<file path="config.mk">
export PLATFORM = sky130hd
export DESIGN_NAME = hccm_cell
export DESIGN_NICKNAME = d
export VERILOG_FILES = /design/src/sv/hccm_pkg.sv /design/src/sv/hccm_cell.sv
export SDC_FILE = /design/constraint.sdc
export NUM_CORES = 1
export LEC_CHECK = 0
export ABC_AREA = 1
export BUFFER_PORTS_ARGS = -buffer_cell sky130_fd_sc_hd__buf_2
export CORE_ASPECT_RATIO = 1.2
export CORE_MARGIN = 3
export CORE_UTILIZATION = 41
export CTS_CLUSTER_SIZE = 30
export DETAILED_ROUTE_END_ITERATION = 6
export HOLD_SLACK_MARGIN = 0.08
export PLACE_DENSITY = 0.89
export SETUP_SLACK_MARGIN = 0.02
export SLEW_MARGIN = 30
export SYNTH_ARGS = -nofsm -noshare
export SYNTH_HDL_FRONTEND = slang
export SYNTH_SLANG_ARGS = --single-unit
</file>
<file path="constraint.sdc">
create_clock -name clk -period 2.65 [get_ports clk]
set_input_delay 0.53 -clock clk [delete_from_list [all_inputs] [get_ports clk]]
set_output_delay 0.53 -clock clk [all_outputs]
set_load 0.02 [all_outputs]
</file>
<file path="src/sv/hccm_pkg.sv">
// Shared types, constants and the sine table for the HSV cone colour matcher.
// No dependencies; every other file imports this package.
`timescale 1ns / 1ps

package hccm_pkg;

  // Reference table geometry
  localparam int TABLE_DEPTH = 16;
  localparam int IDX_W       = $clog2(TABLE_DEPTH);
  localparam int CNT_W       = IDX_W + 1;

  // Divider operand widths (hue and saturation numerators, 8-bit divisor)
  localparam int DIV_NUM_W = 17;
  localparam int DIV_DEN_W = 8;

  // Register stages in the distance unit
  localparam int DIST_STAGES = 6;

  localparam logic [23:0] THRESHOLD_RESET = 24'd500000;
  localparam logic [63:0] PI_Q30          = 64'd3373259426;

  typedef enum logic [1:0] {
    KIND_CLEAR  = 2'd0,
    KIND_APPEND = 2'd1,
    KIND_QUERY  = 2'd2
  } kind_t;

  typedef enum logic [2:0] {
    ST_IDLE,
    ST_CONV,
    ST_SCAN,
    ST_DRAIN,
    ST_DONE
  } state_t;

  // Point on the cone: x, y in Q14 scaled by v*s, plus value
  typedef struct packed {
    logic signed [31:0] x;
    logic signed [31:0] y;
    logic [7:0]         v;
  } point_t;

  typedef logic [14:0] sine_table_t [0:90];

  // Build the quarter-wave table from a Taylor series in Q30, rounded to Q14
  function automatic sine_table_t build_sine();
    sine_table_t t;
    logic [63:0] x;
    logic [63:0] term;
    logic [63:0] sum;
    for (int k = 0; k <= 90; k++) begin
      x    = (64'(k) * PI_Q30 + 64'd90) / 64'd180;
      term = x;
      sum  = x;
      term = (term * x) >> 30;
      term = (term * x) >> 30;
      term = term / 64'd6;
      sum  = sum - term;
      term = (term * x) >> 30;
      term = (term * x) >> 30;
      term = term / 64'd20;
      sum  = sum + term;
      term = (term * x) >> 30;
      term = (term * x) >> 30;
      term = term / 64'd42;
      sum  = sum - term;
      term = (term * x) >> 30;
      term = (term * x) >> 30;
      term = term / 64'd72;
      sum  = sum + term;
      term = (term * x) >> 30;
      term = (term * x) >> 30;
      term = term / 64'd110;
      sum  = sum - term;
      t[k] = 15'((sum + 64'd32768) >> 16);
    end
    return t;
  endfunction

  localparam sine_table_t SINE_TABLE = build_sine();

  // Signed Q14 sine of a whole-degree angle 0..359
  function automatic logic signed [15:0] sine_deg(input logic [8:0] h);
    logic [6:0]  idx;
    logic        neg;
    logic [15:0] mag;
    if (h <= 9'd90) begin
      idx = 7'(h);
      neg = 1'b0;
    end else if (h <= 9'd180) begin
      idx = 7'(9'd180 - h);
      neg = 1'b0;
    end else if (h <= 9'd270) begin
      idx = 7'(h - 9'd180);
      neg = 1'b1;
    end else begin
      idx = 7'(9'd360 - h);
      neg = 1'b1;
    end
    mag = {1'b0, SINE_TABLE[idx]};
    return neg ? $signed(-mag) : $signed(mag);
  endfunction

endpackage

</file>
<file path="src/sv/hccm_cell.sv">
// One slot of the reference ring: holds a stored cone point.
// Depends on hccm_pkg for the point type.
`timescale 1ns / 1ps

module hccm_cell import hccm_pkg::*; (
  input  logic   clk,
  input  logic   load,
  input  point_t load_pt,
  input  logic   shift,
  input  point_t next_pt,
  output point_t pt
);

  // Load a new reference or take the neighbour's point
  always_ff @(posedge clk) begin
    if (load) begin
      pt <= load_pt;
    end else if (shift) begin
      pt <= next_pt;
    end
  end

endmodule

</file>
# Word level (Yosys, flattened, before mapping)
# Index checks and enable logic that the tools add are counted.
# totals
ff_bits	72
latchBits	0
ramBits	0
romBits	0
out_inout_bits	72
wordCells	6
n_memories	0
# classes
n_addsub	0
n_mul	0
n_div	0
order_cmp	0
n_eq_ne	0
n_shift	0
n_mux	2
bitwise	0
reduce_logical	1
# op_table
operator	count
$mux W72	2
$reduce_bool A2 Y1	1

# Longest topological paths before layout
# depth
depth_word	2
mapped_depth	4
mapped_depth_nobuf	3

# Worst setup path after synthesis
# Ideal clock, no wire load.
# synth_timing
kind	in2reg
from	input load
to	register pt[0] (netlist bit), enable pin
setup_time_ps	399
t_arrival_ps	1613
t_required_ps	2251
setup_slack_ps	638
path_stages	2
path_buffers	1
path_cell_list	clkbuf_8 or2_2
# synth_via
elab_chain_cells	1
# synth_rtl
item	line_no	text
start, declared	hccm_cell.sv:7	input logic load,
$reduce_bool A2 Y1 (no line)	--	
end signal, assigned	hccm_cell.sv:17	pt <= load_pt;
end signal, assigned	hccm_cell.sv:19	pt <= next_pt;
end, declared	hccm_cell.sv:11	output point_t pt
# No other way between the ends.
# A chain may end at the register's enable or synchronous reset.

# Final worst setup path
# layout_timing
from	register pt[52] (netlist bit)
to	output pt[52] (netlist bit)
# No word-level cell between the ends.

==> flow_summary.yaml <==
finish:
  largest_reg_flops: 72
  antenna_cells: 0
  final_util: 0.603
  fin_nets: 669
  largestRegisters: "pt: 72 flops"
  drive_gt1_frac: 0.450
  largest_register: "pt"
  area_growth_pct: 41.0
sta:
  setup_viol: 0
  hold_viol_final: 0
  rsz0062_at_grt: "false"
  period_share: 0.533
  max_slew_margin: 0.564
  worst_pin_slew_ps: 654
  tns_ps: 0
  drv_slew: 0
  fmax_mhz: 709
  min_period_ps: 1410
drt:
  viasPerCell: 4.62
  num_vias: 2842
  ant_nets: 0
  wl_um: 8080
  drc: 0
  routedWlPerCell_um: 13.1
  drt_first_iter_violations: 102
  drtPass1Iterations: 4
global_routing:
  gr-total-overflow: 0
  antenna_found_initial: 0
  grt_pass1_wl_um: 12200
  grtUsageTotal: 0.181
  grt_start_max_net_pins: 73
  grt_pass1_vias: 2677
synthesis:
  ys_seq_area_frac: 0.691
  synth_nets: 452
  synthCells: 305
  yosys_warnings: 0
  syn_avg_cell_area_um2: 10.3
  yosysUniqueCellTypes: 6
  ys_ff_latch: 72
  syn_area_um2: 3130
worst_setup_path:
  cp.buffers_inverters: 1
  critPathLaunch: "pt[52]$_DFFE_PP_"
  cp-start-kind: "flip-flop"
  crit_family: "flip-flops"
  crit_type: "reg2out"
  crit_fanout: 1
  cp-end-kind: "primary output"
  cp_slowest_stage_delay_ps: 380
  worstPathRequired_ps: 2120
  arrival_ps: 880
  slowest_stage: "edfxtp_1"
  path_cells: "buf_2"
cts:
  clk_pin_slew_worst_paths_ps: 70
  numCtsBuffers: 9
  post_cts_buffers: 0
  clock_tree.root_cell: "clkbuf_8"
  cts_tree: "yes"
  clock_path_buffers: 2
  cts_num_sinks: 72
  htreeDepth: 3
  cts_resized: 0
  ctsHoldBuffers: 0
power:
  leakage_nw: 2.36
  p_per_area_nw_per_um2: 627
  max-vdd-ir-drop_v: 0.000402
min_path:
  min_from: "next_pt[66]"
  hp-class: "in2reg"
floorplan:
  die-area_um2: 8720
  placementRows: 34
  die_y_um: 102
  ios: 219
  coreArea_um2: 7320
  start_util: 0.427
  fp.dieW_um: 85.7
placed_design:
  globalplace.congestion: 0.779
  dpl.hpwl_um: 6210
  numPortBuffers: 218
status:
  outcome: "complete, no violations"
flow_run:
  maxCapViolations: 0
[area by class of cell]
cell class	count	area (µm²)
multi-input combinational	217	820
sequential	72	2160
inverter	1	6.26
clock inverter	4	47.5
clock buffer	10	128
fill	647	2910
timing repair buffer	221	1130
tap	90	113
[final timing paths]
kind	endpoint	slack, ps	depth (start not counted)
worst max-delay path	pt[52]	1240	1
worst min-delay path	pt[66]$_DFFE_PP_	460	3
[stage by stage]
step / power, mW / std cells / hold slack (ps) / area [µm²] / setup slack (ps)
after detailed placement: 2.00 / 600 / 797 / 4210 / 782
after CTS: 2.79 / 614 / 438 / 4380 / 1140
after global placement: 1.98 / 600 / 793 / 4200 / 849
after floorplan: 1.75 / 305 / 709 / 3130 / 638
after global routing: 2.90 / 615 / 440 / 4410 / 1180
final: 2.76 / 615 / 459 / 4410 / 1240
[kinds of logic (layout without fill, tap and decap cells)]
family / after synthesis / in the layout / share of synthesized area
DFF: 72 / 72 / 0.691
and+or+nand+nor: 217 / 217 / 0.261
buffers and inverters: 16 / 236 / 0.0476
[cell usage in the layout, fill, tap and decap left out]
cell and n:
buf_16 1, buf_2 218, buf_4 2, bufinv_16 1
clkbuf_1 1, clkbuf_8 9, clkinv_2 2, clkinvlp_4 1
edfxtp_1 72, inv_4 1, nand2_1 216, or2_4 1
[Yosys cell counts]
master	count	area share
clkbuf_8	8	0.035
inv_2	1	0.0012
edfxtp_1	72	0.69
or2_2	1	0.0020
nand2_1	216	0.26
buf_2	7	0.011
[routing by layer]
layer | GRT usage | wire length (µm) | up-vias
met2 | 0.326 | 4440 | 133
met1 | 0.194 | 2800 | 1283
met3 | 0.0627 | 686 | 16
met4 | 0.0706 | 154 | 0
met5 | 0 | 0 | -
li1 | - | - | 1410
[worst min-delay path, stage by stage]
cell and delay, ps:
buf_2 70, nand2_1 40, nand2_1 40
[power breakdown]
part / internal (mW) / switching, mW
combinational: 0.201 / 0.345
clock: 0.422 / 0.371
sequential: 1.40 / 0.0286
Power figures use the tool's default switching activity.
