`config.mk`:
```
export PLATFORM = sky130hd
export DESIGN_NAME = hccm_unused_guard
export DESIGN_NICKNAME = d
export VERILOG_FILES = /design/src/sv/hccm_pkg.sv /design/src/sv/hccm_unused_guard.sv
export SDC_FILE = /design/constraint.sdc
export NUM_CORES = 1
export LEC_CHECK = 0
export BUFFER_PORTS_ARGS = -buffer_cell sky130_fd_sc_hd__buf_2
export CORE_ASPECT_RATIO = 1.25
export CORE_UTILIZATION = 50
export DETAILED_ROUTE_END_ITERATION = 7
export PLACE_DENSITY = 0.72
export REMOVE_ABC_BUFFERS = 1
export SYNTH_ARGS = -nofsm -noshare
export SYNTH_HDL_FRONTEND = slang
export SYNTH_SLANG_ARGS = --single-unit
```
`constraint.sdc`:
```
create_clock -name clk -period 12 [get_ports clk]
set_clock_uncertainty 0.15 [all_clocks]
set_input_delay 1.8 -clock clk [delete_from_list [all_inputs] [get_ports clk]]
set_output_delay 1.8 -clock clk [all_outputs]
set_load 0.05 [all_outputs]
```
`src/sv/hccm_pkg.sv`:
```
// Shared types, constants and the sine table for the HSV cone colour matcher.
// No dependencies; every other file imports this package.
`timescale 1ns / 1ps

package hccm_pkg;

  // Reference table geometry
  localparam int TABLE_DEPTH = 16;
  localparam int IDX_W       = $clog2(TABLE_DEPTH);
  localparam int CNT_W       = IDX_W + 1;

  // Divider operand widths (hue and saturation numerators, 8-bit divisor)
  localparam int DIV_NUM_W = 17;
  localparam int DIV_DEN_W = 8;

  // Register stages in the distance unit
  localparam int DIST_STAGES = 6;

  localparam logic [23:0] THRESHOLD_RESET = 24'd500000;
  localparam logic [63:0] PI_Q30          = 64'd3373259426;

  typedef enum logic [1:0] {
    KIND_CLEAR  = 2'd0,
    KIND_APPEND = 2'd1,
    KIND_QUERY  = 2'd2
  } kind_t;

  typedef enum logic [2:0] {
    ST_IDLE,
    ST_CONV,
    ST_SCAN,
    ST_DRAIN,
    ST_DONE
  } state_t;

  // Point on the cone: x, y in Q14 scaled by v*s, plus value
  typedef struct packed {
    logic signed [31:0] x;
    logic signed [31:0] y;
    logic [7:0]         v;
  } point_t;

  typedef logic [14:0] sine_table_t [0:90];

  // Build the quarter-wave table from a Taylor series in Q30, rounded to Q14
  function automatic sine_table_t build_sine();
    sine_table_t t;
    logic [63:0] x;
    logic [63:0] term;
    logic [63:0] sum;
    for (int k = 0; k <= 90; k++) begin
      x    = (64'(k) * PI_Q30 + 64'd90) / 64'd180;
      term = x;
      sum  = x;
      term = (term * x) >> 30;
      term = (term * x) >> 30;
      term = term / 64'd6;
      sum  = sum - term;
      term = (term * x) >> 30;
      term = (term * x) >> 30;
      term = term / 64'd20;
      sum  = sum + term;
      term = (term * x) >> 30;
      term = (term * x) >> 30;
      term = term / 64'd42;
      sum  = sum - term;
      term = (term * x) >> 30;
      term = (term * x) >> 30;
      term = term / 64'd72;
      sum  = sum + term;
      term = (term * x) >> 30;
      term = (term * x) >> 30;
      term = term / 64'd110;
      sum  = sum - term;
      t[k] = 15'((sum + 64'd32768) >> 16);
    end
    return t;
  endfunction

  localparam sine_table_t SINE_TABLE = build_sine();

  // Signed Q14 sine of a whole-degree angle 0..359
  function automatic logic signed [15:0] sine_deg(input logic [8:0] h);
    logic [6:0]  idx;
    logic        neg;
    logic [15:0] mag;
    if (h <= 9'd90) begin
      idx = 7'(h);
      neg = 1'b0;
    end else if (h <= 9'd180) begin
      idx = 7'(9'd180 - h);
      neg = 1'b0;
    end else if (h <= 9'd270) begin
      idx = 7'(h - 9'd180);
      neg = 1'b1;
    end else begin
      idx = 7'(9'd360 - h);
      neg = 1'b1;
    end
    mag = {1'b0, SINE_TABLE[idx]};
    return neg ? $signed(-mag) : $signed(mag);
  endfunction

endpackage

```
`src/sv/hccm_unused_guard.sv`:
```
// Registered squaring of the match threshold for the distance unit.
// Depends on hccm_pkg for the reset value.
`timescale 1ns / 1ps

module hccm_unused_guard import hccm_pkg::*; (
  input  logic        clk,
  input  logic        rst,
  input  logic        cfg_we,
  input  logic [23:0] cfg_wdata,
  output logic [47:0] thr_sq
);

  logic [23:0] threshold;

  // Hold the threshold register
  always_ff @(posedge clk) begin
    if (rst) begin
      threshold <= THRESHOLD_RESET;
    end else if (cfg_we) begin
      threshold <= cfg_wdata;
    end
  end

  // Square the held threshold into a register of its own
  always_ff @(posedge clk) begin
    thr_sq <= 48'(threshold) * 48'(threshold);
  end

endmodule
```
### Yosys cells after proc, flatten, opt, wreduce, memory -nomap -nowiden

Cells that the tools add are included.
Widths: inputs -> output; s select.

* register bits: 72
* latch bits: 0
* bits in writable memories: 0
* ROM bits: 0
* input port bits: 27
* output and inout bits: 48
* word-level logic and storage cells: 3
* memories kept: 0

* add/subtract/negate cells: 0
* multipliers: 1
* div/mod/pow operators: 0
* magnitude comparators: 0
* equality and inequality tests: 0
* shift operators: 0
* muxes and demuxes: 0
* bitwise gates (word level): 0
* reductions and logical operators: 0

Operators with widths (number)
* $mul 24x24->48: 1

### Longest topological paths before layout

Gate-level depths: netlist of the first run.

* depth after elaboration: 1
* gate-level depth with buffers: 26
* gate-level depth less buffers: 25

### Worst setup path before layout of the first run

No wires, ideal clock.

* kind: register to register
* start: reg threshold[2]
* end: reg thr_sq[47]
* setup time: 0.127 ns
* arrival time: 6.514 ns
* data required time: 11.723 ns
* slack: 5.209 ns
* cell stages (with the launch flop): 27
* clock period less this slack: 6.791 ns
* cell sequence: dfxtp_1 clkbuf_1 nand2_1 fa_1 inv_1 fa_1 inv_1 fa_1 inv_1 fa_1 inv_1 fa_1 inv_1 fa_1 inv_1 fa_1 inv_1 ha_1 clkbuf_1 a21oi_1 o21ai_0 nor4_1 a22oi_1 a21oi_2 o21ai_1 a221oi_1 xnor2_1

* cells in the longest elaborated chain, start to end: 1

Ends and longest elaborated chain
* start, declared: line hccm_unused_guard.sv:13 `logic [23:0] threshold;`
* start signal, assigned: line hccm_unused_guard.sv:20 `threshold <= cfg_wdata;`
* $mul 24x24->48: line hccm_unused_guard.sv:26 `thr_sq <= 48'(threshold) * 48'(threshold);`
* end signal, assigned: line hccm_unused_guard.sv:26
* end, declared: line hccm_unused_guard.sv:10 `output logic [47:0] thr_sq`

No other way between the ends.
A chain may end at the register's enable or synchronous reset.

### Worst setup path in the final report of the first run

Same ends and word-level chain as after synthesis.

==> metrics.md, run 1 <==
| Metric | Value |
|---|---|
| Layout net count | `2632` |
| Area Growth Syn to Fin | `6.21%` |
| First-pass GRT wire length | `around 71 mm` |
| I/O Pins | `75` |
| Worst-Margin Slew | `1.20 ns` |
| Placed cells | `2473` |
| Post-cts repair resize count | `0` |
| Pre-antenna DRT Iters | `5` |
| Initial core utilization | `51.2%` |
| Area occupied by multi-input gates | `14300 um2` |
| Total number of vias | `12900` |
| Slew margin rel. | `19.9%` |
| Maxcap violations | `0` |
| Ys flop type | `dfxtp_1` |
| Number of flops mapped to enable cells by yosys | `0` |
| Post-DRT Antenna Nets | `0` |
| Fill cells | `3226` |
| Total track usage | `24.4%` |
| Cells after Synth | `around 2000` |
| Root buffer cell | `clkbuf_16` |
| Routability cong. | `0.938` |
| Min-delay worst type | `register to register` |
| Critical Path RT | `12.11 ns` |
| Fin. Hold Viols | `0` |
| Non-Filler Instances | `2489` |
| Crit. End Element | `register` |
| Most common cell after layout, fill and taps aside | `inv_1` |
| Clk sinks | `about 70` |
| Antenna Cells | `0` |
| # hold bufs at CTS | `0` |
| Crit Path Max Fanout | `25` |
| Post-synth cell types | `63` |
| Mapped Area | `18300 um2` |
| Register area | `between 1000 and 1500 um2` |
| First DRT Iteration DRCs | `715` |
| Seq cells post-synth | `71` |
| Setup bufs post-CTS | `0` |
| Fin crit period | `about 7.9 ns` |
| Post-route DRC | `0` |
| Count of buffers from port buffering | `73` |
| Die height | `roughly 220 um` |
| Clock slew at reported path FFs | `roughly 0.070 ns` |
| Commonest non-fill, non-tap cells in the layout | `599 x inv_1, 422 x fa_1, 191 x nand2_1` |
| Skew-Pair Late Insertion Delay | `~0.37 ns` |
| Congestion Overflow GR | `0` |
| Final Setup Violations | `0` |
| Seq/Total Area, Yosys | `7.79%` |
| Clock Path Buffers | `2` |
| Avg WL per Cell | `17.1 um` |
| RSZ-0062 raised after global routing | `no` |
| Initial antenna violation count | `0` |
| Largest net degree at the start of global routing | `28` |
| CP Launch Type | `register` |
| Die footprint | `~37000 um2` |
| Vias in the first global route | `14600` |
| CTS Buf Count | `9` |
| Worst EP arrival | `7.97 ns` |
| Final wirelength | `between 40 and 50 mm` |
| CTS tree | `yes` |
| Rows | `77` |
| Pins Over Slew Limit | `0` |
| Die span in x | `between 150 and 200 um` |
| Htree depth | `3` |
| Core footprint | `35600 um2` |
| Ys Warns | `0` |
| Post-DP HPWL | `35.3 mm` |
| Final period utilization | `65.5%` |
| Setup CP Type | `register to register` |
| FMAX | `approximately 130 MHz` |
| Status | `complete, no violations` |
| Vias/cell | `5.18` |
| FFs w/ async S/R, synth | `0%` |
| Syn avg cell area | `~9.2 um2` |
| Share of layout cells above drive strength 1 | `5.86%` |
| Setup_tns | `0 ns` |
## state kept, by name, indices dropped and copies added (netlist names)
name / flops
thr_sq: 47
threshold: 24
## cells by family after synthesis
family                     share of synthesized area, %
muxes                                              1.27
xor gates and xnor gates                           2.40
adders and majority gates                          58.1
and+or+nand+nor                                    10.8
AOI/OAI and AO/OA                                  5.81
buffers and inverters                              13.8
other                                            0.0205
DFF                                                7.79
## cell type report
type / instances / share of cell area (%)
clock buffers: 10 / 1.23
clock inverters: 6 / 0.387
inverters: 599 / 11.6
multi-input cells: 1239 / 73.8
flip-flops and latches: 71 / 7.33
well taps: 474 / 3.06
repair buffers: 90 / 2.54
## cells in the mapped netlist, types with 3 or more instances
cell type	count	share of area [%]
inv_1	599	12
fa_1	422	46
nand2_1	191	3.9
ha_1	173	12
and2_1	120	4.1
dfxtp_1	71	7.8
clkbuf_1	66	1.4
nor2_1	57	1.2
a21oi_1	46	1.3
xnor2_1	27	1.3
xor2_1	23	1.1
mux2i_1	22	1.2
a21o_1	20	0.82
o21ai_0	20	0.55
nand3_1	9	0.25
o21bai_1	9	0.37
nand4_1	8	0.27
nor3_1	8	0.22
and3_1	7	0.24
nor2b_1	7	0.24
a211oi_1	5	0.21
o211ai_1	5	0.21
o21a_1	5	0.21
o31ai_1	5	0.21
a31oi_1	4	0.14
a211o_1	3	0.14
buf_1	3	0.062
## per-layer routing
| metal | up-vias | wire, um | GRT usage [%] |
|---|---|---|---|
| li1 | 5844 | - | - |
| met1 | 6616 | 15200 | 26.0 |
| met2 | 324 | 24100 | 48.1 |
| met3 | 97 | 1550 | 2.55 |
| met4 | 0 | 1610 | 10.3 |
| met5 | - | 0 | 0 |
## metrics by stage
step / instance area, um2 / setup slack (ns) / util (%) / hold WS (ns)
after floorplan: 18000 / 5.25 / - / 0.421
after global placement: 19100 / 4.27 / 53.5 / 0.330
after detailed placement: 19100 / 4.11 / 53.5 / 0.336
after CTS: 19400 / 4.12 / 54.4 / 0.350
after global routing: 19400 / 3.73 / 54.4 / 0.397
final: 19400 / 4.14 / 54.4 / 0.342
## critical path, cell delays in order, from the launching register on
cell	delay, ns
dfxtp_1	1.11
nand2_1	0.27
fa_1	0.60
inv_1	0.05
fa_1	0.52
inv_1	0.05
fa_1	0.53
inv_1	0.05
fa_1	0.49
inv_1	0.05
fa_1	0.54
inv_1	0.05
fa_1	0.48
inv_1	0.05
fa_1	0.47
inv_1	0.04
ha_1	0.39
a21oi_1	0.27
o21ai_0	0.14
nor4_1	0.26
a22oi_1	0.22
a21oi_2	0.32
o21ai_1	0.17
a221oi_1	0.34
xnor2_1	0.11
## path summary, 6_finish.rpt
| check | slack, ns | startpoint | cells after the start | to |
|---|---|---|---|---|
| setup / recovery | 4.14 | threshold[2] | 24 | thr_sq[47] |
| hold / removal | 0.34 | threshold[4] | 2 | threshold[4] |
| setup reg to reg | 4.14 | threshold[2] | 24 | thr_sq[47] |
| hold reg to reg | 0.34 | threshold[4] | 2 | threshold[4] |
Power of run 1 is left out: the tool's default activity adds up to more than one toggle a clock period on the data nets, which glitch-free logic cannot reach.
==> run 2, diff against run 1 <==
--- a/config.mk
+++ b/config.mk
@@ -9,7 +9,7 @@
 export CORE_ASPECT_RATIO = 1.25
 export CORE_UTILIZATION = 50
 export DETAILED_ROUTE_END_ITERATION = 7
-export PLACE_DENSITY = 0.72
+export PLACE_DENSITY = 0.74
 export REMOVE_ABC_BUFFERS = 1
 export SYNTH_ARGS = -nofsm -noshare
 export SYNTH_HDL_FRONTEND = slang
==> constraint.sdc (replaced) <==
create_clock -name clk -period 6.9 [get_ports clk]
set_clock_uncertainty 0.15 [all_clocks]
set_input_delay 1.035 -clock clk [delete_from_list [all_inputs] [get_ports clk]]
set_output_delay 1.035 -clock clk [all_outputs]
set_load 0.05 [all_outputs]
==> run 2 against run 1 <==
Against the previous run:
- sequential share of layout area is 0.42 points lower
- critical path type unchanged
- cell count up 6.5%
- critical path depth is 2 lower
- first-iteration DRC count up 0.28%
- worst hold slack gained 0.037 ns
- core utilization increased by 5.3 points
- clock-buffer cell count is 1 lower
- die area stayed put
- maximum frequency up 16%
==> metrics.md, run 2 (synthesis gave the netlist of run 1 again) <==
| Metric | Value |
|---|---|
| Status | `complete, no violations` |
| Crit. End Element | `register` |
| Antenna Cells | `0` |
| Share of layout cells above drive strength 1 | `between 15 and 20%` |
| Clock slew at reported path FFs | `0.07 ns` |
| Largest register FFs | `47` |
| First DRT Iteration DRCs | `~720` |
| Clock Path Buffers | `2` |
| Die height | `216 um` |
| Setup_tns | `0 ns` |
| Die span in x | `173 um` |
| Congestion Overflow GR | `0` |
| Vias in the first global route | `~15000` |
| Most frequent cell on the critical path | `fa_1` |
| # hold bufs at CTS | `0` |
| CTS tree | `yes` |
| Fin area | `21300 um2` |
| I/O Pins | `75` |
| Total track usage | `25.8%` |
| CP Launch Type | `register` |
| Slew margin rel. | `51.4%` |
| CP max stage cell | `fa_1` |
| Rows | `77` |
| Pins Over Slew Limit | `0` |
| Maxcap violations | `0` |
| Pre-antenna DRT Iters | `5` |
| Worst Path Buf+Inv | `7` |
| Post-route DRC | `0` |
| Initial antenna violation count | `0` |
| Fin. Hold Viols | `0` |
| Final wirelength | `approximately 47 mm` |
| Initial core utilization | `51.2%` |
| Die footprint | `37300 um2` |
| Vias/cell | `5.17` |
| RSZ-0062 raised after global routing | `yes` |
| Critical Path RT | `7.04 ns` |
| Crit Path Max Fanout | `11` |
| Placed cells | `2617` |
| FMAX | `approximately 150 MHz` |
| Total number of vias | `13700` |
| Post-DP HPWL | `39.6 mm` |
| Area Growth Syn to Fin | `16.6%` |
| Top flop regs | `thr_sq x47, threshold x24` |
| Layout net count | `2795` |
| Worst EP arrival | `6.89 ns` |
| Post-DRT Antenna Nets | `0` |
| Core footprint | `35600 um2` |
| First-pass GRT wire length | `around 74 mm` |
| Non-Filler Instances | `2652` |
| Skew-Pair Late Insertion Delay | `~0.38 ns` |
| Avg WL per Cell | `17.7 um` |
| Count of buffers from port buffering | `73` |
| Hold WS | `0.380 ns` |
| Max incr delay on CP | `roughly 0.6 ns` |
| Root buffer cell | `clkbuf_16` |
| Final period utilization | `97.8%` |
| Commonest non-fill, non-tap cells in the layout | `597 x inv_1, 411 x fa_1, 185 x nand2_1` |
| Final Setup Violations | `0` |
| Reg with most FFs | `thr_sq` |
| Top delay family on crit path | `adder cells` |
| Sequence of cells on the critical path | `buf_4 > buf_6 > and2_1 > fa_2 > buf_4 > fa_1 > fa_1 > fa_1 > fa_2 > fa_1 > inv_1 > fa_1 > inv_1 > ha_1 > buf_4 > inv_1 > o211ai_1 > a21o_1 > a211o_4 > a31o_4 > a21o_1 > a311oi_1` |
| Area after DPL | `20300 um2` |
| Most common cell after layout, fill and taps aside | `inv_1` |
| Largest net degree at the start of global routing | `28` |
| Htree depth | `3` |
| Worst-Margin Slew | `slightly above 0.7 ns` |
| Clk sinks | `71` |
| Setup CP Type | `register to register` |
| Fin crit period | `6.75 ns` |
| Min-delay worst type | `register to register` |
| CTS Buf Count | `9` |
| Routability cong. | `a little over 0.9` |
==> run 2: cell count changes in the layout (fill, tap and decap cells not counted), sizes merged <==
cell,before,now
bufinv,1,2
inv,603,602
buf,90,248
clkbuf,10,14
clkinvlp,1,2
==> run 2: repair_timing <==
item,4_1_cts,5_1_grt
setup buffers,0,14
resized for setup,17,111
pin swaps,3,52
endpoints found under the hold margin,0,0
endpoints found under the setup margin,13,17
gates cloned,0,5
==> run 2: routing by layer <==
metal | global-route usage (%) | share of wire (%) | vias up | routed length, um
met5 | 0 | 0 | - | 0
li1 | - | - | 6169 | -
met3 | 2.94 | 4.0 | 171 | 1890
met1 | 27.3 | 35 | 6978 | 16300
met2 | 48.4 | 55 | 403 | 25800
met4 | 16.2 | 6.5 | 0 | 3060
==> run 2: metrics by stage <==
stage / utilization [%] / worst slack (ns)
final: 59.7 / 0.149
after global routing: 59.7 / -0.0978
after CTS: 57.9 / 0.00120
after detailed placement: 56.9 / -0.229
after global placement: 56.9 / -0.142
after floorplan: - / 0.154
==> run 2: area by class of cell <==
| cell class | instances | area [um2] |
|---|---|---|
| inverter | 599 | 2250 |
| multi-input combinational | 1239 | 14600 |
| clock inverter | 7 | 104 |
| tap | 474 | 593 |
| fill | 2951 | 14400 |
| timing repair buffer | 253 | 2000 |
| clock buffer | 9 | 225 |
| sequential | 71 | 1470 |
==> run 2: path summary, 6_finish.rpt <==
path                                endpoint          start  slack [ns]  depth (start not counted)
worst min register to register  threshold[3]   threshold[3]        0.38                          2
worst max-delay path              thr_sq[46]  threshold[13]        0.15                         22
worst max register to register    thr_sq[46]  threshold[13]        0.15                         22
worst min-delay path            threshold[3]   threshold[3]        0.38                          2
==> run 2: worst reg2reg max path, cell delays in order, from the launching register on <==
cell and delay (ns):
dfxtp_4 0.41, buf_4 0.18, buf_6 0.16, and2_1 0.16, fa_2 0.45, buf_4 0.15
fa_1 0.48, fa_1 0.50, fa_1 0.61, fa_2 0.46, fa_1 0.48, inv_1 0.05
fa_1 0.47, inv_1 0.04, ha_1 0.30, buf_4 0.17, inv_1 0.09, o211ai_1 0.12
a21o_1 0.21, a211o_4 0.34, a31o_4 0.25, a21o_1 0.18, a311oi_1 0.25
Power of run 2 is left out for the same reason.
