[src/sv/hccm_pkg.sv]
// Shared types, constants and the sine table for the HSV cone colour matcher.
// No dependencies; every other file imports this package.
`timescale 1ns / 1ps

package hccm_pkg;

  // Reference table geometry
  localparam int TABLE_DEPTH = 16;
  localparam int IDX_W       = $clog2(TABLE_DEPTH);
  localparam int CNT_W       = IDX_W + 1;

  // Divider operand widths (hue and saturation numerators, 8-bit divisor)
  localparam int DIV_NUM_W = 17;
  localparam int DIV_DEN_W = 8;

  // Register stages in the distance unit
  localparam int DIST_STAGES = 6;

  localparam logic [23:0] THRESHOLD_RESET = 24'd500000;
  localparam logic [63:0] PI_Q30          = 64'd3373259426;

  typedef enum logic [1:0] {
    KIND_CLEAR  = 2'd0,
    KIND_APPEND = 2'd1,
    KIND_QUERY  = 2'd2
  } kind_t;

  typedef enum logic [2:0] {
    ST_IDLE,
    ST_CONV,
    ST_SCAN,
    ST_DRAIN,
    ST_DONE
  } state_t;

  // Point on the cone: x, y in Q14 scaled by v*s, plus value
  typedef struct packed {
    logic signed [31:0] x;
    logic signed [31:0] y;
    logic [7:0]         v;
  } point_t;

  typedef logic [14:0] sine_table_t [0:90];

  // Build the quarter-wave table from a Taylor series in Q30, rounded to Q14
  function automatic sine_table_t build_sine();
    sine_table_t t;
    logic [63:0] x;
    logic [63:0] term;
    logic [63:0] sum;
    for (int k = 0; k <= 90; k++) begin
      x    = (64'(k) * PI_Q30 + 64'd90) / 64'd180;
      term = x;
      sum  = x;
      term = (term * x) >> 30;
      term = (term * x) >> 30;
      term = term / 64'd6;
      sum  = sum - term;
      term = (term * x) >> 30;
      term = (term * x) >> 30;
      term = term / 64'd20;
      sum  = sum + term;
      term = (term * x) >> 30;
      term = (term * x) >> 30;
      term = term / 64'd42;
      sum  = sum - term;
      term = (term * x) >> 30;
      term = (term * x) >> 30;
      term = term / 64'd72;
      sum  = sum + term;
      term = (term * x) >> 30;
      term = (term * x) >> 30;
      term = term / 64'd110;
      sum  = sum - term;
      t[k] = 15'((sum + 64'd32768) >> 16);
    end
    return t;
  endfunction

  localparam sine_table_t SINE_TABLE = build_sine();

  // Signed Q14 sine of a whole-degree angle 0..359
  function automatic logic signed [15:0] sine_deg(input logic [8:0] h);
    logic [6:0]  idx;
    logic        neg;
    logic [15:0] mag;
    if (h <= 9'd90) begin
      idx = 7'(h);
      neg = 1'b0;
    end else if (h <= 9'd180) begin
      idx = 7'(9'd180 - h);
      neg = 1'b0;
    end else if (h <= 9'd270) begin
      idx = 7'(h - 9'd180);
      neg = 1'b1;
    end else begin
      idx = 7'(9'd360 - h);
      neg = 1'b1;
    end
    mag = {1'b0, SINE_TABLE[idx]};
    return neg ? $signed(-mag) : $signed(mag);
  endfunction

endpackage

[src/sv/hccm_div.sv]
// Restoring divider, one quotient bit per cycle.
// Depends on hccm_pkg for operand widths.
`timescale 1ns / 1ps

module hccm_div import hccm_pkg::*; (
  input  logic                 clk,
  input  logic                 rst,
  input  logic                 start,
  input  logic [DIV_NUM_W-1:0] dividend,
  input  logic [DIV_DEN_W-1:0] divisor,
  output logic                 done,
  output logic [DIV_NUM_W-1:0] quotient
);

  localparam int CNT_DW = $clog2(DIV_NUM_W);

  logic                 busy;
  logic [CNT_DW-1:0]    cnt;
  logic [DIV_DEN_W-1:0] rem;
  logic [DIV_DEN_W-1:0] den;
  logic [DIV_DEN_W:0]   trial;
  logic                 take;

  // Trial subtract of the shifted remainder
  always_comb begin
    trial = {rem, quotient[DIV_NUM_W-1]};
    take  = trial >= {1'b0, den};
  end

  // Control: count the steps, pulse done on the last
  always_ff @(posedge clk) begin
    if (rst) begin
      busy <= 1'b0;
      done <= 1'b0;
      cnt  <= '0;
    end else begin
      done <= 1'b0;
      if (start) begin
        busy <= 1'b1;
        cnt  <= '0;
      end else if (busy) begin
        cnt <= cnt + 1'b1;
        if (cnt == CNT_DW'(DIV_NUM_W - 1)) begin
          busy <= 1'b0;
          done <= 1'b1;
        end
      end
    end
  end

  // Datapath: shift the dividend out and the quotient bits in
  always_ff @(posedge clk) begin
    if (start) begin
      quotient <= dividend;
      rem      <= '0;
      den      <= divisor;
    end else if (busy) begin
      quotient <= {quotient[DIV_NUM_W-2:0], take};
      rem      <= take ? DIV_DEN_W'(trial - {1'b0, den}) : trial[DIV_DEN_W-1:0];
    end
  end

endmodule

[src/sv/hccm_point.sv]
// Converts one RGB colour to integer HSV and then to a point on the cone.
// Depends on hccm_pkg and two hccm_div instances for hue and saturation.
`timescale 1ns / 1ps

module hccm_point import hccm_pkg::*; (
  input  logic       clk,
  input  logic       rst,
  input  logic       start,
  input  logic [7:0] red,
  input  logic [7:0] green,
  input  logic [7:0] blue,
  output logic       done,
  output point_t     pt
);

  logic [7:0]           mx;
  logic [7:0]           mn;
  logic [7:0]           delta;
  logic signed [19:0]   hue_num;
  logic [DIV_NUM_W-1:0] hue_div;
  logic [DIV_NUM_W-1:0] sat_div;
  logic [DIV_NUM_W-1:0] hue_q;
  logic [DIV_NUM_W-1:0] sat_q;
  logic                 hue_done;
  logic                 sat_done;

  logic [7:0]           v_hold;
  logic                 grey;
  logic [8:0]           h;
  logic [7:0]           s;
  logic [8:0]           h_cos;

  logic                 trig_valid;
  logic [15:0]          vs;
  logic signed [15:0]   sin_q;
  logic signed [15:0]   cos_q;
  logic [7:0]           v_trig;
  logic signed [31:0]   vs_ext;

  // Max, min and the two numerators
  always_comb begin
    mx = red;
    mn = red;
    if (green > mx) mx = green;
    if (blue > mx)  mx = blue;
    if (green < mn) mn = green;
    if (blue < mn)  mn = blue;
    delta = mx - mn;
    if (red == mx) begin
      hue_num = 20'sd60 * ($signed({12'd0, green}) - $signed({12'd0, blue}));
    end else if (green == mx) begin
      hue_num = 20'sd60 * ($signed({11'd0, delta, 1'b0}) + $signed({12'd0, blue})
                - $signed({12'd0, red}));
    end else begin
      hue_num = 20'sd60 * ($signed({10'd0, delta, 2'b0}) + $signed({12'd0, red})
                - $signed({12'd0, green}));
    end
    if (hue_num < 0) hue_num = hue_num + 20'sd360 * $signed({12'd0, delta});
    hue_div = DIV_NUM_W'(hue_num);
    sat_div = DIV_NUM_W'(17'd255 * {9'd0, delta} + {10'd0, mx[7:1]});
  end

  hccm_div u_hue_div (
    .clk      (clk),
    .rst      (rst),
    .start    (start),
    .dividend (hue_div),
    .divisor  (delta),
    .done     (hue_done),
    .quotient (hue_q)
  );

  hccm_div u_sat_div (
    .clk      (clk),
    .rst      (rst),
    .start    (start),
    .dividend (sat_div),
    .divisor  (mx),
    .done     (sat_done),
    .quotient (sat_q)
  );

  // Hold value and the grey flag while the dividers run
  always_ff @(posedge clk) begin
    if (start) begin
      v_hold <= mx;
      grey   <= (delta == 8'd0);
    end
  end

  // Grey colours have no hue and no saturation
  always_comb begin
    h     = grey ? 9'd0 : hue_q[8:0];
    s     = grey ? 8'd0 : sat_q[7:0];
    h_cos = (h >= 9'd270) ? h - 9'd270 : h + 9'd90;
  end

  // Control: two stages after the dividers finish
  always_ff @(posedge clk) begin
    if (rst) begin
      trig_valid <= 1'b0;
      done       <= 1'b0;
    end else begin
      trig_valid <= hue_done & sat_done;
      done       <= trig_valid;
    end
  end

  // Stage one: radius product and table lookups
  always_ff @(posedge clk) begin
    if (hue_done) begin
      vs     <= 16'(v_hold * s);
      sin_q  <= sine_deg(h);
      cos_q  <= sine_deg(h_cos);
      v_trig <= v_hold;
    end
  end

  assign vs_ext = 32'($signed({1'b0, vs}));

  // Stage two: cone coordinates
  always_ff @(posedge clk) begin
    if (trig_valid) begin
      pt.x <= 32'(vs_ext * 32'(cos_q));
      pt.y <= 32'(vs_ext * 32'(sin_q));
      pt.v <= v_trig;
    end
  end

endmodule

[config.mk]
export PLATFORM = sky130hd
export DESIGN_NAME = hccm_point
export DESIGN_NICKNAME = d
export VERILOG_FILES = /design/src/sv/hccm_pkg.sv /design/src/sv/hccm_div.sv /design/src/sv/hccm_point.sv
export SDC_FILE = /design/constraint.sdc
export NUM_CORES = 2
export LEC_CHECK = 0
export ABC_AREA = 1
export BUFFER_PORTS_ARGS = -buffer_cell sky130_fd_sc_hd__buf_2
export CORE_ASPECT_RATIO = 2
export CORE_UTILIZATION = 38
export DETAILED_ROUTE_END_ITERATION = 10
export GPL_TIMING_DRIVEN = 0
export PLACE_DENSITY = 0.62
export SLEW_MARGIN = 30
export SYNTH_ARGS = -nofsm -noshare
export SYNTH_HDL_FRONTEND = slang
export SYNTH_SLANG_ARGS = --single-unit
[constraint.sdc]
create_clock -name clk -period 15.3 [get_ports clk]
set_input_delay 0 -clock clk [delete_from_list [all_inputs] [get_ports clk]]
set_output_delay 0 -clock clk [all_outputs]
set_load 0.02 [all_outputs]
# After elaboration in Yosys (flattened, before gate mapping)
# Memories as Yosys holds them, arrays and structs flattened.
# Cells that the tools add are included.
# word_totals
register_bits,211
latchBits,0
ramBits,0
mem_bits_ro,3840
output_inout_bits,73
wordCells,131
n_memories,2
# op_classes
n_addsub,22
mul,8
div,0
n_lt_le_gt_ge,16
n_eq_ne,4
n_shift,0
n_mux,44
bitwise,5
reduce_logical,6
# mem_list
name,depth,width,read_ports,rd_clocked_by_memory_dff,write_ports,line,text
(no name shown),128,15,1,0,0,hccm_pkg.sv:100,"mag = {1'b0, SINE_TABLE[idx]};"
(no name shown),128,15,1,0,0,hccm_pkg.sv:100,
# ops
cell,count
two-way mux 15 bit,6
two-way mux 17 bit,5
multiplier 17 x 16 -> 32 bit,2
two-way mux 7 bit,8
two-way mux 8 bit,7
two-way mux 20 bit,2
negator 15 -> 16 bit,2
subtractor 8 bit,3
less-than comparator 20 x 1 -> 1 bit (second input constant),1
greater-or-equal comparator 9 x 8 -> 1 bit,2
less-or-equal comparator 9 x 7 -> 1 bit (second input constant),2
less-or-equal comparator 9 x 8 -> 1 bit (second input constant),2
less-or-equal comparator 9 bit (second input constant),2
two-way mux 9 bit,2
adder 16 x 7 -> 17 bit,1
adder 17 bit,1
multiplier 5 x 12 -> 17 bit (first input constant),1
equality test 8 bit,2
greater-or-equal comparator 8 bit (second input constant),2
greater-than comparator 8 bit,2
less-than comparator 8 bit,2
multiplier 5 x 11 -> 16 bit (first input constant),1
multiplier 8 x 8 -> 16 bit,1
multiplier 8 x 8 -> 16 bit (first input constant),1
23 further kinds,45

# Longest topological paths before layout
# depth
ltp_word,14
mapped_depth,69
depth_no_buf,66

# Modules after synthesis
# From an unflattened synthesis, not the netlist that was laid out.
# hier_totals
hier_cells,5417
hier_area_um2,42803.6
# by_module_without_submodules
module,instances,cells_per_inst,area_per_inst_um2,seq_area_each_um2
hccm_point,1,4923,38449.4,4154.0
hccm_div,2,247,2177.1,1051.0

# Worst setup path after synthesis
# No wires, ideal clock.
# synth_path
path_kind,input to register
start,input port red[7]
end,"register u_hue_div.quotient[16], data pin"
setup_time_ns,0.253
arrival_ns,9.273
setup_slack_ns,5.774
stages,50
n_path_buf,2
path_cell_list,inv_1 ha_1 nand2_1 nor2_1 nand4_1 nand2_2 clkbuf_1 nand2_1 o21ai_0 inv_1 ha_1 nand2_1 nor2_1 nand3_1 nand3b_1 nand2_4 buf_6 nand2_1 (+14 left out) or2_2 nand3_1 a31oi_1 ha_1 nand2_1 o21ai_0 a21oi_1 o21bai_1 a21oi_1 o21bai_1 nand2_1 nand2_1 a21oi_1 xor2_1 inv_1 nand3_1 nand3_1 nand2_1
# synth_via
elab_chain_cells,13
word_cells_on_any_way,24
cone_classes,add/sub: 6; mul: 3; order compare: 5; eq/ne: 2; mux: 8
# synth_lines
element,line,text
start: declaration,hccm_point.sv:9,"input logic [7:0] red,"
greater-than comparator 8 bit,hccm_point.sv:44,if (green > mx) mx = green;
two-way mux 8 bit (*),hccm_point.sv:44,
greater-than comparator 8 bit,hccm_point.sv:45,if (blue > mx) mx = blue;
two-way mux 8 bit (*),hccm_point.sv:45,
net mx[0],hccm_point.sv:16,logic [7:0] mx;
subtractor 8 bit (*),hccm_point.sv:48,delta = mx - mn;
net delta[1],hccm_point.sv:18,logic [7:0] delta;
adder 10 x 8 -> 11 bit / adder 9 x 8 -> 10 bit (equally long branches),"hccm_point.sv:55, hccm_point.sv:52",
subtractor 11 x 8 -> 12 bit / subtractor 10 x 8 -> 11 bit (equally long branches),"hccm_point.sv:56, hccm_point.sv:53",
multiplier 5 x 12 -> 17 bit / multiplier 5 x 11 -> 16 bit (equally long branches),"hccm_point.sv:55, hccm_point.sv:52",
two-way mux 20 bit,hccm_point.sv:51,end else if (green == mx) begin
two-way mux 20 bit,hccm_point.sv:49,if (red == mx) begin
adder 17 bit / less-than comparator 20 x 1 -> 1 bit (equally long branches),hccm_point.sv:58,"if (hue_num < 0) hue_num = hue_num + 20'sd360 * $signed({12'd0, delta});"
two-way mux 17 bit (*),hccm_point.sv:58,
two-way mux 17 bit (*),hccm_div.sv:53,if (start) begin
end signal: assignment,hccm_div.sv:54,quotient <= dividend;
end signal: assignment,hccm_div.sv:58,"quotient <= {quotient[DIV_NUM_W-2:0], take};"
end: declaration,hccm_div.sv:12,output logic [DIV_NUM_W-1:0] quotient
# The timed path passes the listed nets; every way through them passes the cells marked *.
# A chain may end at the register's enable or synchronous reset.

# Final worst setup path
# Same ends and word-level chain as after synthesis.

==> out/results.txt <==
Top delay family on crit path: adder cells
fin crit period: 11.93 ns
clock root cell: clkbuf_16
#FFs+latches synth: 211
Placement Cell Area: 0.04407 mm2
Die ar.: 0.1114 mm2
Synth Net Count: 6384
initial drt markers: 1467
# resized after CTS: 0
Slew Limit Fails: 0
total core area: 0.1087 mm2
most used cell, CP: nand2_1
drt pass-1 iters: 8
final instance area: 0.04489 mm2
Tot GR Track Use: 24.72%
Buffers & Inverters on Critical Path: 10
Distinct cells, synth: 72
wire length per cell: 19.88 um
Cell Count, Final, Fillers Out: 6809
critical path depth in cells: 55
Bufs on Longest Clock Path: 3
status: finished clean
residual DRC count: 0
Post-synth ARST share: 0%
post-synthesis average cell area: 7.918 um2
largest net degree at the start of global routing: 42
share of post-route cells with drive strength above 1: 5.698%
R2R depth: 34
initial antenna violation count: 2
FMAX: 0.08381 GHz
Final GP Congestion: 1.026
Worst EP arrival: 12.27 ns
Setup crit start kind: input port
initial core utilization: 38.46%
final setup vio count: 0
Core Rows: 171
Sink Count: 211
Sum Neg Setup Slack: 0 ns
worst slew pin tran: 1.125 ns
Mapped Cells: 5279
max cap viols: 0
number of CTS-inserted buffers: 22
TritonCTS clock tree: done
element type at the critical path end: flop
total gr overflow: 0
fin crit share: 77.98%
CP max stage cell: fa_1
RSZ-0062 raised after global routing: no
H-tree Lvls: 1
Worst slew margin: 25.01%
CP required: 15.64 ns
Area Overhead vs Synth: 7.400%
remaining antenna violation count: 0
# placed instances: 6764
Post-synth EDFFs: 179
chip height: 471.0 um
port bufs: 99
WS Path Type: in -> reg
Fin. Hold Viols: 0
# IOs: 100
CP Max Fanout: 10
sequential-to-total area share from yosys stat: 14.39%
DR vias: 34990
Post-Syn Area: 0.04180 mm2
worst min path class: in -> reg
vias in the first global route: 37640
Hold Crit Depth: 3
dpl hpwl: 115700 um
Via density: 5.139
Yosys warnings: 0
Synth Flop Type: edfxtp_1
Layout Nets: 6512
routed wire length: 135400 um
Worst path max stage delay: 1.10 ns
first-pass GRT wire length: 208400 um
Worst-Skew Late Latency: 0.60 ns
skew final: 0.03405 ns
Die Width: 236.5 um
clock transition at the registers of the reported paths: 0.07 ns
==> worst min-delay path: stages <==
cell and delay (ns):
buf_2 0.13, inv_1 0.12, o21ai_0 0.24
==> per-stage QoR <==
step | hold WS, ns | worst slack (ns) | util (%)
finish | 0.1599 | 3.369 | 41.30
global route | 0.1762 | 2.569 | 41.30
CTS | 0.1224 | 3.462 | 41.29
detailed placement | 0.2041 | 2.854 | 40.55
global placement | 0.2090 | 2.920 | 40.51
floorplan | 0.07151 | 5.774 | -
==> flip-flops by register name, summed over array words and instances, names as in the netlist, 5 cells and up <==
register            count
u_hue_div.rem           8
u_sat_div.rem           8
u_sat_div.quotient     17
u_hue_div.cnt           5
v_trig                  8
vs                     16
u_sat_div.den           8
u_hue_div.den           8
sin_q                  16
cos_q                  16
u_sat_div.cnt           5
u_hue_div.quotient     17
pt                     72
==> cell families after synthesis <==
| group | Yosys count | synth area share, % |
|---|---|---|
| adder cells (fa/ha/maj) | 1078 | 41.79 |
| flip-flops | 211 | 14.39 |
| multiplexers | 2 | 0.04790 |
| buffers and inverters | 1498 | 13.78 |
| AO/OA/AOI/OAI | 674 | 9.388 |
| AND/OR/NAND/NOR | 1596 | 15.82 |
| XOR/XNOR | 220 | 4.781 |
==> final timing paths <==
kind / slack, ns / from / end
worst max-delay path: 3.37 / red[7] / u_hue_div.quotient[16]$_DFFE_PP_
worst min-delay path: 0.16 / blue[0] / u_sat_div.den[0]$_DFFE_PP_
worst max register to register: 7.04 / vs[12]$_DFFE_PP_ / pt[39]$_DFFE_PP_
worst min register to register: 0.41 / u_sat_div.done$_SDFF_PP0_ / trig_valid$_SDFF_PP0_
==> repair_timing <==
item                                    in CTS  in global routing
buffers inserted                             0                  0
endpoints found under the setup margin       0                  0
hold endpoints to repair                    34                  0
hold buffers                                 3                  0
==> layer usage <==
layer / vias up / routed length (um) / GRT usage (%)
met1: 16960 / 39880 / 20.38
met4: 0 / 15330 / 23.73
li1: 16470 / - / -
met2: 1012 / 75990 / 49.64
met3: 546 / 4173 / 2.146
met5: - / 0 / 0
==> synthesized netlist by cell type (all sizes together) (3+ instances only) <==
cell / n / area share (%)
a211oi: 10 / 0.18
a21o: 17 / 0.31
a21oi: 243 / 2.9
a221oi: 3 / 0.063
a22oi: 3 / 0.054
a31o: 3 / 0.063
a31oi: 29 / 0.52
and2: 8 / 0.12
buf: 44 / 0.70
clkbuf: 136 / 1.2
clkinv: 5 / 0.048
dfxtp: 32 / 1.5
edfxtp: 179 / 13
fa: 530 / 25
ha: 548 / 16
inv: 1313 / 12
nand2: 1080 / 10
nand3: 166 / 2.0
nand3b: 7 / 0.13
nand4: 16 / 0.24
nor2: 260 / 2.5
nor3: 16 / 0.20
nor4: 5 / 0.090
o211ai: 39 / 0.71
o21a: 4 / 0.072
o21ai: 238 / 2.9
o21bai: 34 / 0.61
o221ai: 10 / 0.21
o22ai: 14 / 0.22
o31ai: 14 / 0.25
or2: 34 / 0.51
xnor2: 62 / 1.3
xor2: 158 / 3.5
==> cells in the final DEF, fill, tap and decap left out, types with 10 or more instances in the layout <==
cell	synthesis	final
a211oi_1	10	10
a21o_1	17	17
a21oi_1	241	241
a31oi_1	23	23
buf_2	22	121
buf_6	10	10
clkbuf_1	136	132
clkbuf_16	0	22
dfxtp_1	32	30
edfxtp_1	179	179
fa_1	530	530
ha_1	548	548
inv_1	1287	1287
inv_2	24	24
nand2_1	1058	1058
nand2_2	13	13
nand3_1	163	163
nand4_1	16	16
nor2_1	246	246
nor2_2	10	10
nor3_1	15	15
o211ai_1	38	38
o21ai_0	186	186
o21ai_1	46	46
o21bai_1	34	34
o221ai_1	10	10
o22ai_1	13	13
o31ai_1	14	14
or2_2	31	31
xnor2_1	62	62
xor2_1	153	153
==> final cells by class <==
| cell class | count | area (um2) |
|---|---|---|
| multi-input combinational | 3570 | 30020 |
| buffer | 180 | 809.5 |
| tap | 1384 | 1732 |
| timing repair buffer | 104 | 565.5 |
| sequential | 211 | 6023 |
| inverter | 1318 | 4956 |
| clock buffer | 22 | 550.5 |
| antenna | 2 | 5.005 |
| clock inverter | 18 | 227.7 |
| fill | 11210 | 63800 |
Power is left out: the tool's default activity adds up to more than one toggle a clock period on the data nets, which glitch-free logic cannot reach.
